### src/hw/rtl/assert_macros.svh
// Assertion macros shared by the RTL of the partition allocator.
// Depends on nothing; the including module provides clk_i and rst_ni.
`ifndef ASSERT_MACROS_SVH
`define ASSERT_MACROS_SVH
`ifndef SYNTHESIS
`define PFA_ASSERT(name, prop, msg) \
  name: assert property (@(posedge clk_i) disable iff (!rst_ni) prop) else $error(msg);
`define PFA_ASSERT_ALWAYS(name, prop, msg) \
  name: assert property (@(posedge clk_i) prop) else $error(msg);
`else
`define PFA_ASSERT(name, prop, msg)
`define PFA_ASSERT_ALWAYS(name, prop, msg)
`endif
`endif

### src/hw/rtl/pfa_pkg.sv
// Types, codes and sizes of the partition fit allocator.
// Depends on nothing; used by partition_fit_allocator.
package pfa_pkg;

  localparam int unsigned MAX_ENTRIES = 64;
  localparam int unsigned SIZE_BITS   = 16;
  localparam int unsigned IDX_W       = $clog2(MAX_ENTRIES);
  localparam int unsigned CNT_W       = IDX_W + 1;
  localparam int unsigned OWNER_W     = 16;
  localparam int unsigned SLOT_W      = 6;
  localparam int unsigned PADDR_W     = 3;

  localparam logic [OWNER_W-1:0] OWNER_MAX = '1;

  typedef enum logic {
    FUNC_LOAD  = 1'b0,
    FUNC_ALLOC = 1'b1
  } func_e;

  typedef enum logic [1:0] {
    POL_FIRST = 2'd0,
    POL_NEXT  = 2'd1,
    POL_WORST = 2'd2,
    POL_BEST  = 2'd3
  } policy_e;

  typedef enum logic [1:0] {
    ST_DONE   = 2'd0,
    ST_NO_FIT = 2'd1,
    ST_FULL   = 2'd2
  } status_e;

  localparam logic REG_FIT_POLICY = 1'b0;

  typedef struct packed {
    func_e       func;
    logic [15:0] size;
  } req_t;

  typedef struct packed {
    status_e             status;
    logic [SLOT_W-1:0]   slot_index;
    logic [OWNER_W-1:0]  owner_id;
    logic                did_split;
  } rsp_t;

  typedef struct packed {
    logic [SIZE_BITS-1:0] size;
    logic [OWNER_W-1:0]   owner;
  } entry_t;

endpackage

### src/hw/rtl/partition_fit_allocator.sv
// Sequence: an append answers in the cycle after start; a request scans in S_SCAN (first
// and next fit stop at a fit), S_DECIDE, on a split S_SHIFT as needed and S_INS, and S_FIN.
// Throughput: one item at a time; the next start is taken in the cycle the result shows.
// The table memory reads one entry per cycle, which sets the scan and shift length.
// Reset clears the entry count, next-fit cursor, request counter and policy register;
// the table memory is not cleared. The result strobe cannot be stalled.
`include "assert_macros.svh"
module partition_fit_allocator import pfa_pkg::*; (
  input  logic               clk_i,
  input  logic               rst_ni,
  input  logic               start,
  output logic               busy,
  input  req_t               req_i,
  output logic               rsp_valid_o,
  output rsp_t               rsp_o,
  input  logic               psel,
  input  logic               penable,
  input  logic               pwrite,
  input  logic [PADDR_W-1:0] paddr,
  input  logic [31:0]        pwdata,
  output logic [31:0]        prdata,
  output logic               pready
);

  typedef enum logic [5:0] {
    S_IDLE   = 6'b000001,
    S_SCAN   = 6'b000010,
    S_DECIDE = 6'b000100,
    S_SHIFT  = 6'b001000,
    S_INS    = 6'b010000,
    S_FIN    = 6'b100000
  } state_e;

  state_e               state_q, state_d;
  policy_e              policy_q, policy_d;
  logic [CNT_W-1:0]     count_q, count_d;
  logic [IDX_W-1:0]     cursor_q, cursor_d;
  logic [OWNER_W-1:0]   req_cnt_q, req_cnt_d;
  logic [SIZE_BITS-1:0] want_q, want_d;
  logic [OWNER_W-1:0]   id_q, id_d;
  logic [IDX_W-1:0]     pos_q, pos_d;
  logic [CNT_W-1:0]     iter_q, iter_d;
  logic                 have_q, have_d;
  logic [IDX_W-1:0]     pick_q, pick_d;
  logic [SIZE_BITS-1:0] pick_size_q, pick_size_d;
  logic                 split_q, split_d;
  logic                 rsp_valid_q, rsp_valid_d;
  rsp_t                 rsp_q, rsp_d;

  entry_t               mem_q [MAX_ENTRIES];
  entry_t               rdata_q;
  logic [IDX_W-1:0]     raddr;
  logic                 mem_we;
  logic [IDX_W-1:0]     waddr;
  entry_t               wdata;

  logic                 accept;
  logic                 cfg_we;
  logic                 cand;
  logic                 take;
  logic                 last;
  logic                 stop;
  logic [IDX_W-1:0]     pos_nxt;
  logic [IDX_W-1:0]     start_pos;
  logic [OWNER_W-1:0]   id_nxt;
  logic                 need_split;

  assign accept = start && !busy;
  assign cfg_we = psel && penable && pwrite && pready;
  assign pready = 1'b1;
  assign prdata = (paddr[2] == REG_FIT_POLICY) ? {30'd0, policy_q} : 32'd0;
  assign busy   = (state_q != S_IDLE);

  assign cand = (rdata_q.owner == '0) && (rdata_q.size >= want_q);
  assign take = cand && (!have_q ||
                         (policy_q == POL_WORST && rdata_q.size > pick_size_q) ||
                         (policy_q == POL_BEST  && rdata_q.size < pick_size_q));
  assign last = (iter_q + CNT_W'(1)) == count_q;
  assign stop = last || (cand && (policy_q == POL_FIRST || policy_q == POL_NEXT));
  assign pos_nxt = (({1'b0, pos_q} + CNT_W'(1)) >= count_q) ? '0 : pos_q + IDX_W'(1);
  assign start_pos = (policy_q == POL_NEXT && {1'b0, cursor_q} < count_q) ? cursor_q : '0;
  assign id_nxt = (req_cnt_q == OWNER_MAX) ? req_cnt_q : req_cnt_q + OWNER_W'(1);
  assign need_split = pick_size_q > want_q;

  always_comb begin
    state_d     = state_q;
    policy_d    = policy_q;
    count_d     = count_q;
    cursor_d    = cursor_q;
    req_cnt_d   = req_cnt_q;
    want_d      = want_q;
    id_d        = id_q;
    pos_d       = pos_q;
    iter_d      = iter_q;
    have_d      = have_q;
    pick_d      = pick_q;
    pick_size_d = pick_size_q;
    split_d     = split_q;
    rsp_valid_d = 1'b0;
    rsp_d       = rsp_q;
    raddr       = '0;
    mem_we      = 1'b0;
    waddr       = '0;
    wdata       = '0;

    if (cfg_we && paddr[2] == REG_FIT_POLICY) begin
      policy_d = policy_e'(pwdata[1:0]);
    end

    unique case (state_q)
      S_IDLE: begin
        if (accept) begin
          rsp_d = '{status: ST_DONE, slot_index: '0, owner_id: '0, did_split: 1'b0};
          if (req_i.func == FUNC_LOAD) begin
            rsp_valid_d = 1'b1;
            if (count_q >= CNT_W'(MAX_ENTRIES)) begin
              rsp_d.status = ST_FULL;
            end else begin
              mem_we           = 1'b1;
              waddr            = count_q[IDX_W-1:0];
              wdata            = '{size: SIZE_BITS'(req_i.size), owner: '0};
              rsp_d.slot_index = SLOT_W'(count_q[IDX_W-1:0]);
              count_d          = count_q + CNT_W'(1);
            end
          end else begin
            req_cnt_d = id_nxt;
            id_d      = id_nxt;
            want_d    = SIZE_BITS'(req_i.size);
            if (count_q == '0) begin
              rsp_valid_d  = 1'b1;
              rsp_d.status = ST_NO_FIT;
            end else begin
              raddr   = start_pos;
              pos_d   = start_pos;
              iter_d  = '0;
              have_d  = 1'b0;
              state_d = S_SCAN;
            end
          end
        end
      end
      S_SCAN: begin
        if (take) begin
          have_d      = 1'b1;
          pick_d      = pos_q;
          pick_size_d = rdata_q.size;
        end
        if (stop) begin
          state_d = S_DECIDE;
        end else begin
          raddr  = pos_nxt;
          pos_d  = pos_nxt;
          iter_d = iter_q + CNT_W'(1);
        end
      end
      S_DECIDE: begin
        split_d = need_split;
        rsp_d   = '{status: ST_DONE, slot_index: '0, owner_id: '0, did_split: 1'b0};
        if (!have_q) begin
          rsp_valid_d  = 1'b1;
          rsp_d.status = ST_NO_FIT;
          state_d      = S_IDLE;
        end else if (need_split && count_q >= CNT_W'(MAX_ENTRIES)) begin
          rsp_valid_d  = 1'b1;
          rsp_d.status = ST_FULL;
          state_d      = S_IDLE;
        end else if (!need_split) begin
          state_d = S_FIN;
        end else if (({1'b0, pick_q} + CNT_W'(1)) < count_q) begin
          raddr   = IDX_W'(count_q - CNT_W'(1));
          pos_d   = IDX_W'(count_q - CNT_W'(1));
          state_d = S_SHIFT;
        end else begin
          state_d = S_INS;
        end
      end
      S_SHIFT: begin
        mem_we = 1'b1;
        waddr  = pos_q + IDX_W'(1);
        wdata  = rdata_q;
        if (pos_q == pick_q + IDX_W'(1)) begin
          state_d = S_INS;
        end else begin
          raddr = pos_q - IDX_W'(1);
          pos_d = pos_q - IDX_W'(1);
        end
      end
      S_INS: begin
        mem_we  = 1'b1;
        waddr   = pick_q + IDX_W'(1);
        wdata   = '{size: pick_size_q - want_q, owner: '0};
        count_d = count_q + CNT_W'(1);
        state_d = S_FIN;
      end
      S_FIN: begin
        mem_we = 1'b1;
        waddr  = pick_q;
        wdata  = '{size: want_q, owner: id_q};
        if (policy_q == POL_NEXT) begin
          cursor_d = pick_q;
        end
        rsp_valid_d = 1'b1;
        rsp_d = '{status: ST_DONE, slot_index: SLOT_W'(pick_q), owner_id: id_q,
                  did_split: split_q};
        state_d = S_IDLE;
      end
      default: begin
        state_d = S_IDLE;
      end
    endcase
  end

  always_ff @(posedge clk_i or negedge rst_ni) begin
    if (!rst_ni) begin
      state_q     <= S_IDLE;
      policy_q    <= POL_FIRST;
      count_q     <= '0;
      cursor_q    <= '0;
      req_cnt_q   <= '0;
      rsp_valid_q <= 1'b0;
    end else begin
      state_q     <= state_d;
      policy_q    <= policy_d;
      count_q     <= count_d;
      cursor_q    <= cursor_d;
      req_cnt_q   <= req_cnt_d;
      rsp_valid_q <= rsp_valid_d;
    end
  end

  always_ff @(posedge clk_i) begin
    want_q      <= want_d;
    id_q        <= id_d;
    pos_q       <= pos_d;
    iter_q      <= iter_d;
    have_q      <= have_d;
    pick_q      <= pick_d;
    pick_size_q <= pick_size_d;
    split_q     <= split_d;
    rsp_q       <= rsp_d;
  end

  always_ff @(posedge clk_i) begin
    if (mem_we) begin
      mem_q[waddr] <= wdata;
    end
    rdata_q <= mem_q[raddr];
  end

  assign rsp_valid_o = rsp_valid_q;
  assign rsp_o       = rsp_q;

  `PFA_ASSERT(a_count_bound, count_q <= CNT_W'(MAX_ENTRIES), "entry count beyond table depth")
  `PFA_ASSERT(a_no_write_in_scan, state_q == S_SCAN |-> !mem_we, "table written during a scan")
  `PFA_ASSERT(a_split_is_done, rsp_valid_o && rsp_o.did_split |-> rsp_o.status == ST_DONE,
              "split reported on a failed request")
  `PFA_ASSERT(a_alloc_goes_busy,
              accept && req_i.func == FUNC_ALLOC && count_q != '0 |=> busy,
              "request with a nonempty table did not start a scan")
  `PFA_ASSERT_ALWAYS(a_pready_high, pready, "pready dropped")

endmodule
### config.mk
export PLATFORM = sky130hd
export DESIGN_NAME = partition_fit_allocator
export DESIGN_NICKNAME = d
export VERILOG_FILES = /design/src/hw/rtl/pfa_pkg.sv /design/src/hw/rtl/partition_fit_allocator.sv
export VERILOG_INCLUDE_DIRS = /design/src /design/src/hw/rtl
export SDC_FILE = /design/constraint.sdc
export NUM_CORES = 2
export LEC_CHECK = 0
export ABC_AREA = 1
export BUFFER_PORTS_ARGS = -buffer_cell sky130_fd_sc_hd__buf_2
export CAP_MARGIN = 5
export CORE_MARGIN = 3
export CORE_UTILIZATION = 35
export CTS_BUF_LIST = sky130_fd_sc_hd__clkbuf_4 sky130_fd_sc_hd__clkbuf_8 sky130_fd_sc_hd__clkbuf_16
export CTS_CLUSTER_SIZE = 28
export DETAILED_ROUTE_END_ITERATION = 10
export PLACE_DENSITY = 0.57
export SLEW_MARGIN = 15
export SYNTH_ARGS = -nofsm -noshare
export SYNTH_HDL_FRONTEND = slang
export SYNTH_SLANG_ARGS = --single-unit
### constraint.sdc
create_clock -name clk_i -period 8.3 [get_ports clk_i]
set_input_delay 0.415 -clock clk_i [delete_from_list [all_inputs] [get_ports clk_i]]
set_output_delay 0.415 -clock clk_i [all_outputs]
set_load 0.01 [all_outputs]
Word-level counts from Yosys, hierarchy flattened
Memory sizes are Yosys's and may differ from the RTL's. A register that Yosys moved wholly into a read port is not among the register bits. Index checks and enable logic that the tools add are counted.

RAM bits: 2048. Output and inout bits: 60. Bits in latches: 0. Memories kept: 1. Register bits: 132. ROM bits: 0.

Memory list: mem_q (words 64, width 32, read ports 1, clocked after Yosys merged registers in 1, wr ports 1, RTL line partition_fit_allocator.sv:50) `entry_t mem_q [MAX_ENTRIES];`.

Mux-type cells: 75. Bitwise logic cells: 1. Reductions and logical operators: 34. $lt $le $gt $ge: 8. $mul: 0. Eq/ne operators: 27. $add $sub $neg: 10. Shift-type cells: 0. Div/mod/pow operators: 0.

Operator list (number): 6-bit two-way mux (31); 32-bit one-hot mux with 4 select lines (1); 32-bit two-way mux (3); 25-bit one-hot mux with 3 select lines (1); 6-bit one-hot mux with 4 select lines (3); 7-bit two-way mux (7); 16-bit > comparator (2); 6-bit one-hot mux with 5 select lines (1); 2-bit != test, second input constant (14); 7-bit one-hot mux with 2 select lines (2); 25-bit two-way mux (1); 16-bit by 1-bit adder with 16-bit output, second input constant (1); 16-bit equality test, second input constant (1); 16-bit greater-or-equal comparator (1); 16-bit logical NOT (1); 16-bit less-than comparator (1); 16-bit two-way mux (1); 16-bit subtractor (1); 1-bit two-way mux (15); 5-bit AND reduction (3); 6-bit by 1-bit adder with 7-bit output, second input constant (2); 7-bit by 1-bit adder with 7-bit output, second input constant (2); 6-bit by 1-bit adder with 6-bit output, second input constant (2); 6-bit by 1-bit subtractor with 6-bit output, second input constant (2); 33 further kinds (56).

Longest topological paths before layout
Word-level depth: 7. Gate-level depth with buffers: 25.

Worst setup path before layout
No wires, ideal clock.

Kind: reg2reg. Start point: register state_q[1]. End point: memory mem_q[0][0] (netlist bit), data pin. Data arrival time: 4.112 ns. Period minus slack after synthesis: 4.814 ns. Required time: 7.598 ns. Path slack: 3.486 ns. Library setup time: 0.702 ns. Path buffers: 2. Stages on the path, launching flop included: 8. Cell sequence: dfrtp_1 > nor2_1 > nand2_1 > nor3_1 > inv_1 > clkbuf_1 > clkbuf_1 > o21ai_0.

RTL lines: from (decl) (RTL line partition_fit_allocator.sv:34) `state_e state_q, state_d;`; from (signal assigned) (RTL line partition_fit_allocator.sv:222) `state_q <= state_d;`; to (decl) (RTL line partition_fit_allocator.sv:50).

Worst setup path after layout
Start point: register pick_q[0]. End point: register rdata_q[20] (netlist name).

Word-level cells in the longest chain between the ends: 7. Elaborated cells between the ends (all ways): 10. Those cells by class: add/sub (2); order compare (1); eq/ne (1); mux (6).

RTL lines: from (decl) (RTL line partition_fit_allocator.sv:44) `logic [IDX_W-1:0] pick_q, pick_d;`; from (signal assigned) (RTL line partition_fit_allocator.sv:237) `pick_q <= pick_d;`; 6-bit by 1-bit adder with 7-bit output (RTL line partition_fit_allocator.sv:169) `end else if (({1'b0, pick_q} + CNT_W'(1)) < count_q) begin`; 7-bit less-than comparator (RTL line partition_fit_allocator.sv:169); 6-bit two-way mux (RTL line partition_fit_allocator.sv:169); 6-bit two-way mux (RTL line partition_fit_allocator.sv:167) `end else if (!need_split) begin`; 6-bit two-way mux (RTL line partition_fit_allocator.sv:163) `end else if (need_split && count_q >= CNT_W'(MAX_ENTRIES)) begin`; 6-bit two-way mux (RTL line partition_fit_allocator.sv:159) `if (!have_q) begin`; 6-bit one-hot mux with 4 select lines * (RTL line partition_fit_allocator.sv:110) `unique case (state_q)`.

Mark *: on every way between the ends. The rest lies on a longest branch, timed or not. A chain may end at the register's enable or synchronous reset.

==> PnR_summary.wiki <==
{| class="wikitable"
! Metric !! Value
|-
| Number of I/O port buffers || 54
|-
| Time the final worst path needs with I/O delays and setup || between 5 and 6 ns
|-
| Proportion of synthesized chip area in sequential cells || 66.05%
|-
| Cell types with the highest counts after synthesis || sky130_fd_sc_hd__nand3_1 (2245), sky130_fd_sc_hd__edfxtp_1 (2142), sky130_fd_sc_hd__inv_1 (1502)
|-
| Total I/O pin count || roughly 120
|-
| CTS Sinks || between 2000 and 2500
|-
| Final weighted congestion in routability-driven placement || between 0.8 and 0.9
|-
| Post-Place Setup Slack || between 2 and 3 ns
|-
| Crit Reg-Reg Startpoint || pick_q[0]$_DFFE_PP_
|-
| Most common cell in the netlist || sky130_fd_sc_hd__nand3_1
|-
| Total number of vias || 68320
|-
| TritonCTS buffer count || about 230
|-
| Router iterations before antenna repair || 7
|-
| CP top delay family || simple AND/OR/NAND/NOR gates
|-
| Buffers & Inverters on Critical Path || 4
|-
| Fill cell instance count of the final layout || ~27000
|-
| Average detailed-routed wire length per instance || around 22 um
|-
| Post-CTS Repair Setup Buffers || 0
|-
| Crit path top cell by count || sky130_fd_sc_hd__nand2_1
|-
| List of cells traversed by the critical path || ha_1 -> nand4_1 -> nand2_1 -> inv_1 -> ha_1 -> nand2_1 -> nor2_1 -> nand2_1 -> nand3_1 -> nor2_1 -> nand3_1 -> inv_1 -> nand2_1 -> nand2_1 -> a211oi_4 -> buf_4 -> buf_4 -> nand3_1 -> nand3_1 -> nand3_1 -> nand2_1
|-
| Starting utilization of the core area || a little over a third
|-
| Mean area per synthesized cell || about 11 um^2
|-
| Worst-case clock skew || around 0.08 ns
|-
| Critical setup path kind || reg2reg
|-
| Count of endpoints failing setup in the final report || 0
|-
| Predominant post-synthesis flop cell || sky130_fd_sc_hd__edfxtp_1
|-
| Worst-path cell with the longest stage delay || sky130_fd_sc_hd__a211oi_4
|-
| Final setup margin || 2.408 ns
|-
| Largest stage delay, worst path || 0.81 ns
|-
| CTS tree || built
|-
| Clock transition at path regs || ~0.06 ns
|-
| HP Class || in2async
|-
| Die span in x || 540.0 um
|-
| Floorplan Core Area || between 200000 and 300000 um^2
|-
| Maximum net fanout on the critical path || 40
|-
| Number of storage elements in the synthesis netlist || roughly 2200
|-
| Number of antenna violations at the first check in global routing || 13
|-
| Number of global-route vias before repair || between 60000 and 70000
|-
| Leading post-synthesis cells by cell area || sky130_fd_sc_hd__edfxtp_1 (64%), sky130_fd_sc_hd__nand3_1 (11%), sky130_fd_sc_hd__inv_1 (5.6%)
|-
| RSZ-0062 raised after global routing || false
|-
| Worst setup SP type || flop
|-
| Number of flops mapped to enable cells by yosys || between 2000 and 2500
|-
| Wire length of the first global-routing pass || ~430000 um
|-
| Max Slew Vio Count || 0
|-
| Longest Clk Path Bufs || 3
|-
| DRC violation count after routing || 0
|-
| FMAX || 169.7 MHz
|-
| Post-synthesis instance total || just over 9000
|-
| Remaining global-route overflow || 0
|-
| H-tree depth || 4
|-
| Initial detailed-routing violation count || about 8000
|-
| Max Cap Violations || 0
|-
| Synthesized cell area || 99800 um^2
|-
| Hold-fix buffers at CTS || 25
|-
| Pin slew with the least headroom to its limit || approximately 1.3 ns
|-
| Area share of the largest cell type after synthesis || approximately 64%
|-
| Leakage || between 40 and 50 nW
|-
| Count of different cell masters after synthesis || 54
|-
| Gates resized, CTS repair || 0
|-
| Data required time of the worst path || around 9 ns
|-
| Final ANT Viol Nets || 0
|-
| Vert. Die Dim || 540.0 um
|-
| Maximum number of pins on one net before global-route repair || approximately 190
|-
| Proportion of layout cells with a drive suffix above 1 || around 7.8%
|-
| Site row count || approximately 200
|-
| Cell type with the largest total area after synthesis || sky130_fd_sc_hd__edfxtp_1
|-
| Beginning of the critical path || pick_q[0]$_DFFE_PP_
|-
| Overall routing resource usage || between 10% and 20%
|-
| Die Footprint || 291600 um^2
|-
| Power density of the placed cells || 272.5 nW/um^2
|-
| Kind of end point of the critical path || flop
|-
| Setup tns final || 0 ns
|-
| Final Hold Vio Count || 0
|-
| Per-cell via count in the routed design || around 5.2
|-
| Area overhead of the layout relative to synthesis || 12.54%
|-
| Detailed placer's ending HPWL || about 150000 um
|-
| Yosys warnings || 0
|-
| Insertion delay of the later-clocked pin in the worst-skew pair || ~0.87 ns
|-
| Post-synth ARST share || 1.718%
|-
| Aggregate routed wire length || slightly below 300000 um
|-
| Final net count || ~9300
|-
| WP data arrival || ~6.6 ns
|-
| Status || completed
|-
| Max-slew headroom at the worst pin || between 10% and 20%
|-
| Clock tree root driver cell || sky130_fd_sc_hd__clkbuf_16
|-
| Worst ir drop on vdd || roughly 0.00019 V
|-
| Period utilization || 70.99%
|}
-- cell usage in the layout, fill, tap and decap left out, types with 31 or more instances in the layout --
cell / n
sky130_fd_sc_hd__dfxtp_1: 32
sky130_fd_sc_hd__nor2_4: 66
sky130_fd_sc_hd__buf_4: 153
sky130_fd_sc_hd__conb_1: 31
sky130_fd_sc_hd__a21oi_1: 54
sky130_fd_sc_hd__clkinv_1: 51
sky130_fd_sc_hd__ha_1: 74
sky130_fd_sc_hd__nand2_1: 1465
sky130_fd_sc_hd__nand3b_1: 691
sky130_fd_sc_hd__nor2_1: 114
sky130_fd_sc_hd__dfrtp_1: 37
sky130_fd_sc_hd__edfxtp_1: 2142
sky130_fd_sc_hd__clkbuf_4: 57
sky130_fd_sc_hd__o21ai_0: 50
sky130_fd_sc_hd__nand3_1: 2245
sky130_fd_sc_hd__clkbuf_16: 230
sky130_fd_sc_hd__clkinv_2: 41
sky130_fd_sc_hd__buf_2: 54
sky130_fd_sc_hd__inv_1: 1499
-- layout make-up --
type / count / area [um^2] / area share [%]
inverters: 1510 / 5687 / 5.063
flip-flops and latches: 2212 / 65910 / 58.69
clock buffers: 295 / 6294 / 5.604
multi-input cells: 4969 / 26440 / 23.54
well taps: 3743 / 4683 / 4.170
diodes: 1 / 2.502 / 0.002228
clock inverters: 122 / 1146 / 1.020
repair buffers: 256 / 2150 / 1.914
-- cells by family (layout without fill, tap and decap cells) --
| kind of cell | count (synthesis) | count (layout) | synth area share, % |
|---|---|---|---|
| and+or+nand+nor | 4657 | 4657 | 23.11 |
| DFF | 2212 | 2212 | 66.05 |
| buffers and inverters | 2106 | 2183 | 8.569 |
| AOI/OAI and AO/OA | 178 | 178 | 1.069 |
| adders and majority gates | 75 | 75 | 0.9478 |
| xor gates and xnor gates | 28 | 28 | 0.2457 |
| other | 2 | 32 | 0.007525 |
-- metal layers --
metal	up-vias	track usage, %	share of wire [%]
li1	31320	-	-
met2	2712	30.59	46
met4	4	5.448	2.7
met5	-	0	0.0072
met1	33820	27.14	43
met3	463	3.551	8.3
-- worst paths after layout --
kind	end	slack [ns]	depth (start not counted)
worst min register to register	pick_size_q[1]$_DFFE_PP_	0.49	0
worst max-delay path	rdata_q[20]$_DFF_P_	2.41	21
worst max register to register	rdata_q[20]$_DFF_P_	2.41	21
worst min-delay path	state_q[4]$_DFFE_PN0P_	0.22	2
max in group asynchronous	req_cnt_q[15]$_DFFE_PN0P_	7.43	2
min in group clk_i	want_q[10]$_DFFE_PP_	0.32	2
-- state kept, by name, indices dropped and copies added, names as in the netlist --
| signal | count |
|---|---|
| state_q | 6 |
| pos_q | 6 |
| rdata_q | 32 |
| rsp_valid_o | 1 |
| have_q | 1 |
| iter_q | 7 |
| count_q | 7 |
| cursor_q | 6 |
| policy_q | 2 |
| req_cnt_q | 16 |
| rsp_o | 25 |
| pick_q | 6 |
| pick_size_q | 16 |
| want_q | 16 |
| split_q | 1 |
| id_q | 16 |
| mem_q | 2048 |
-- power by group --
part	leakage (nW)	internal (mW)	total [mW]	switching (mW)
combinational	19.5	1.99	7.47	5.49
clock	3.72	5.86	10.2	4.34
sequential	20.7	12.7	12.9	0.270
-- per-stage QoR --
stage               util (%)  hold WS (ns)  instance area (um^2)  total power [mW]  instances
finish                 39.68        0.2186                112300             30.61      13110
global route           39.68        0.2571                112300             31.90      13110
CTS                    39.68        0.1878                112300             30.66      13110
detailed placement     36.96        0.4948                104600             20.51      12660
global placement       36.96        0.4884                104600             20.44      12660
floorplan                  -        0.1194                 99900             17.71       9287
Note: power is estimated with default switching activity, not from simulation.
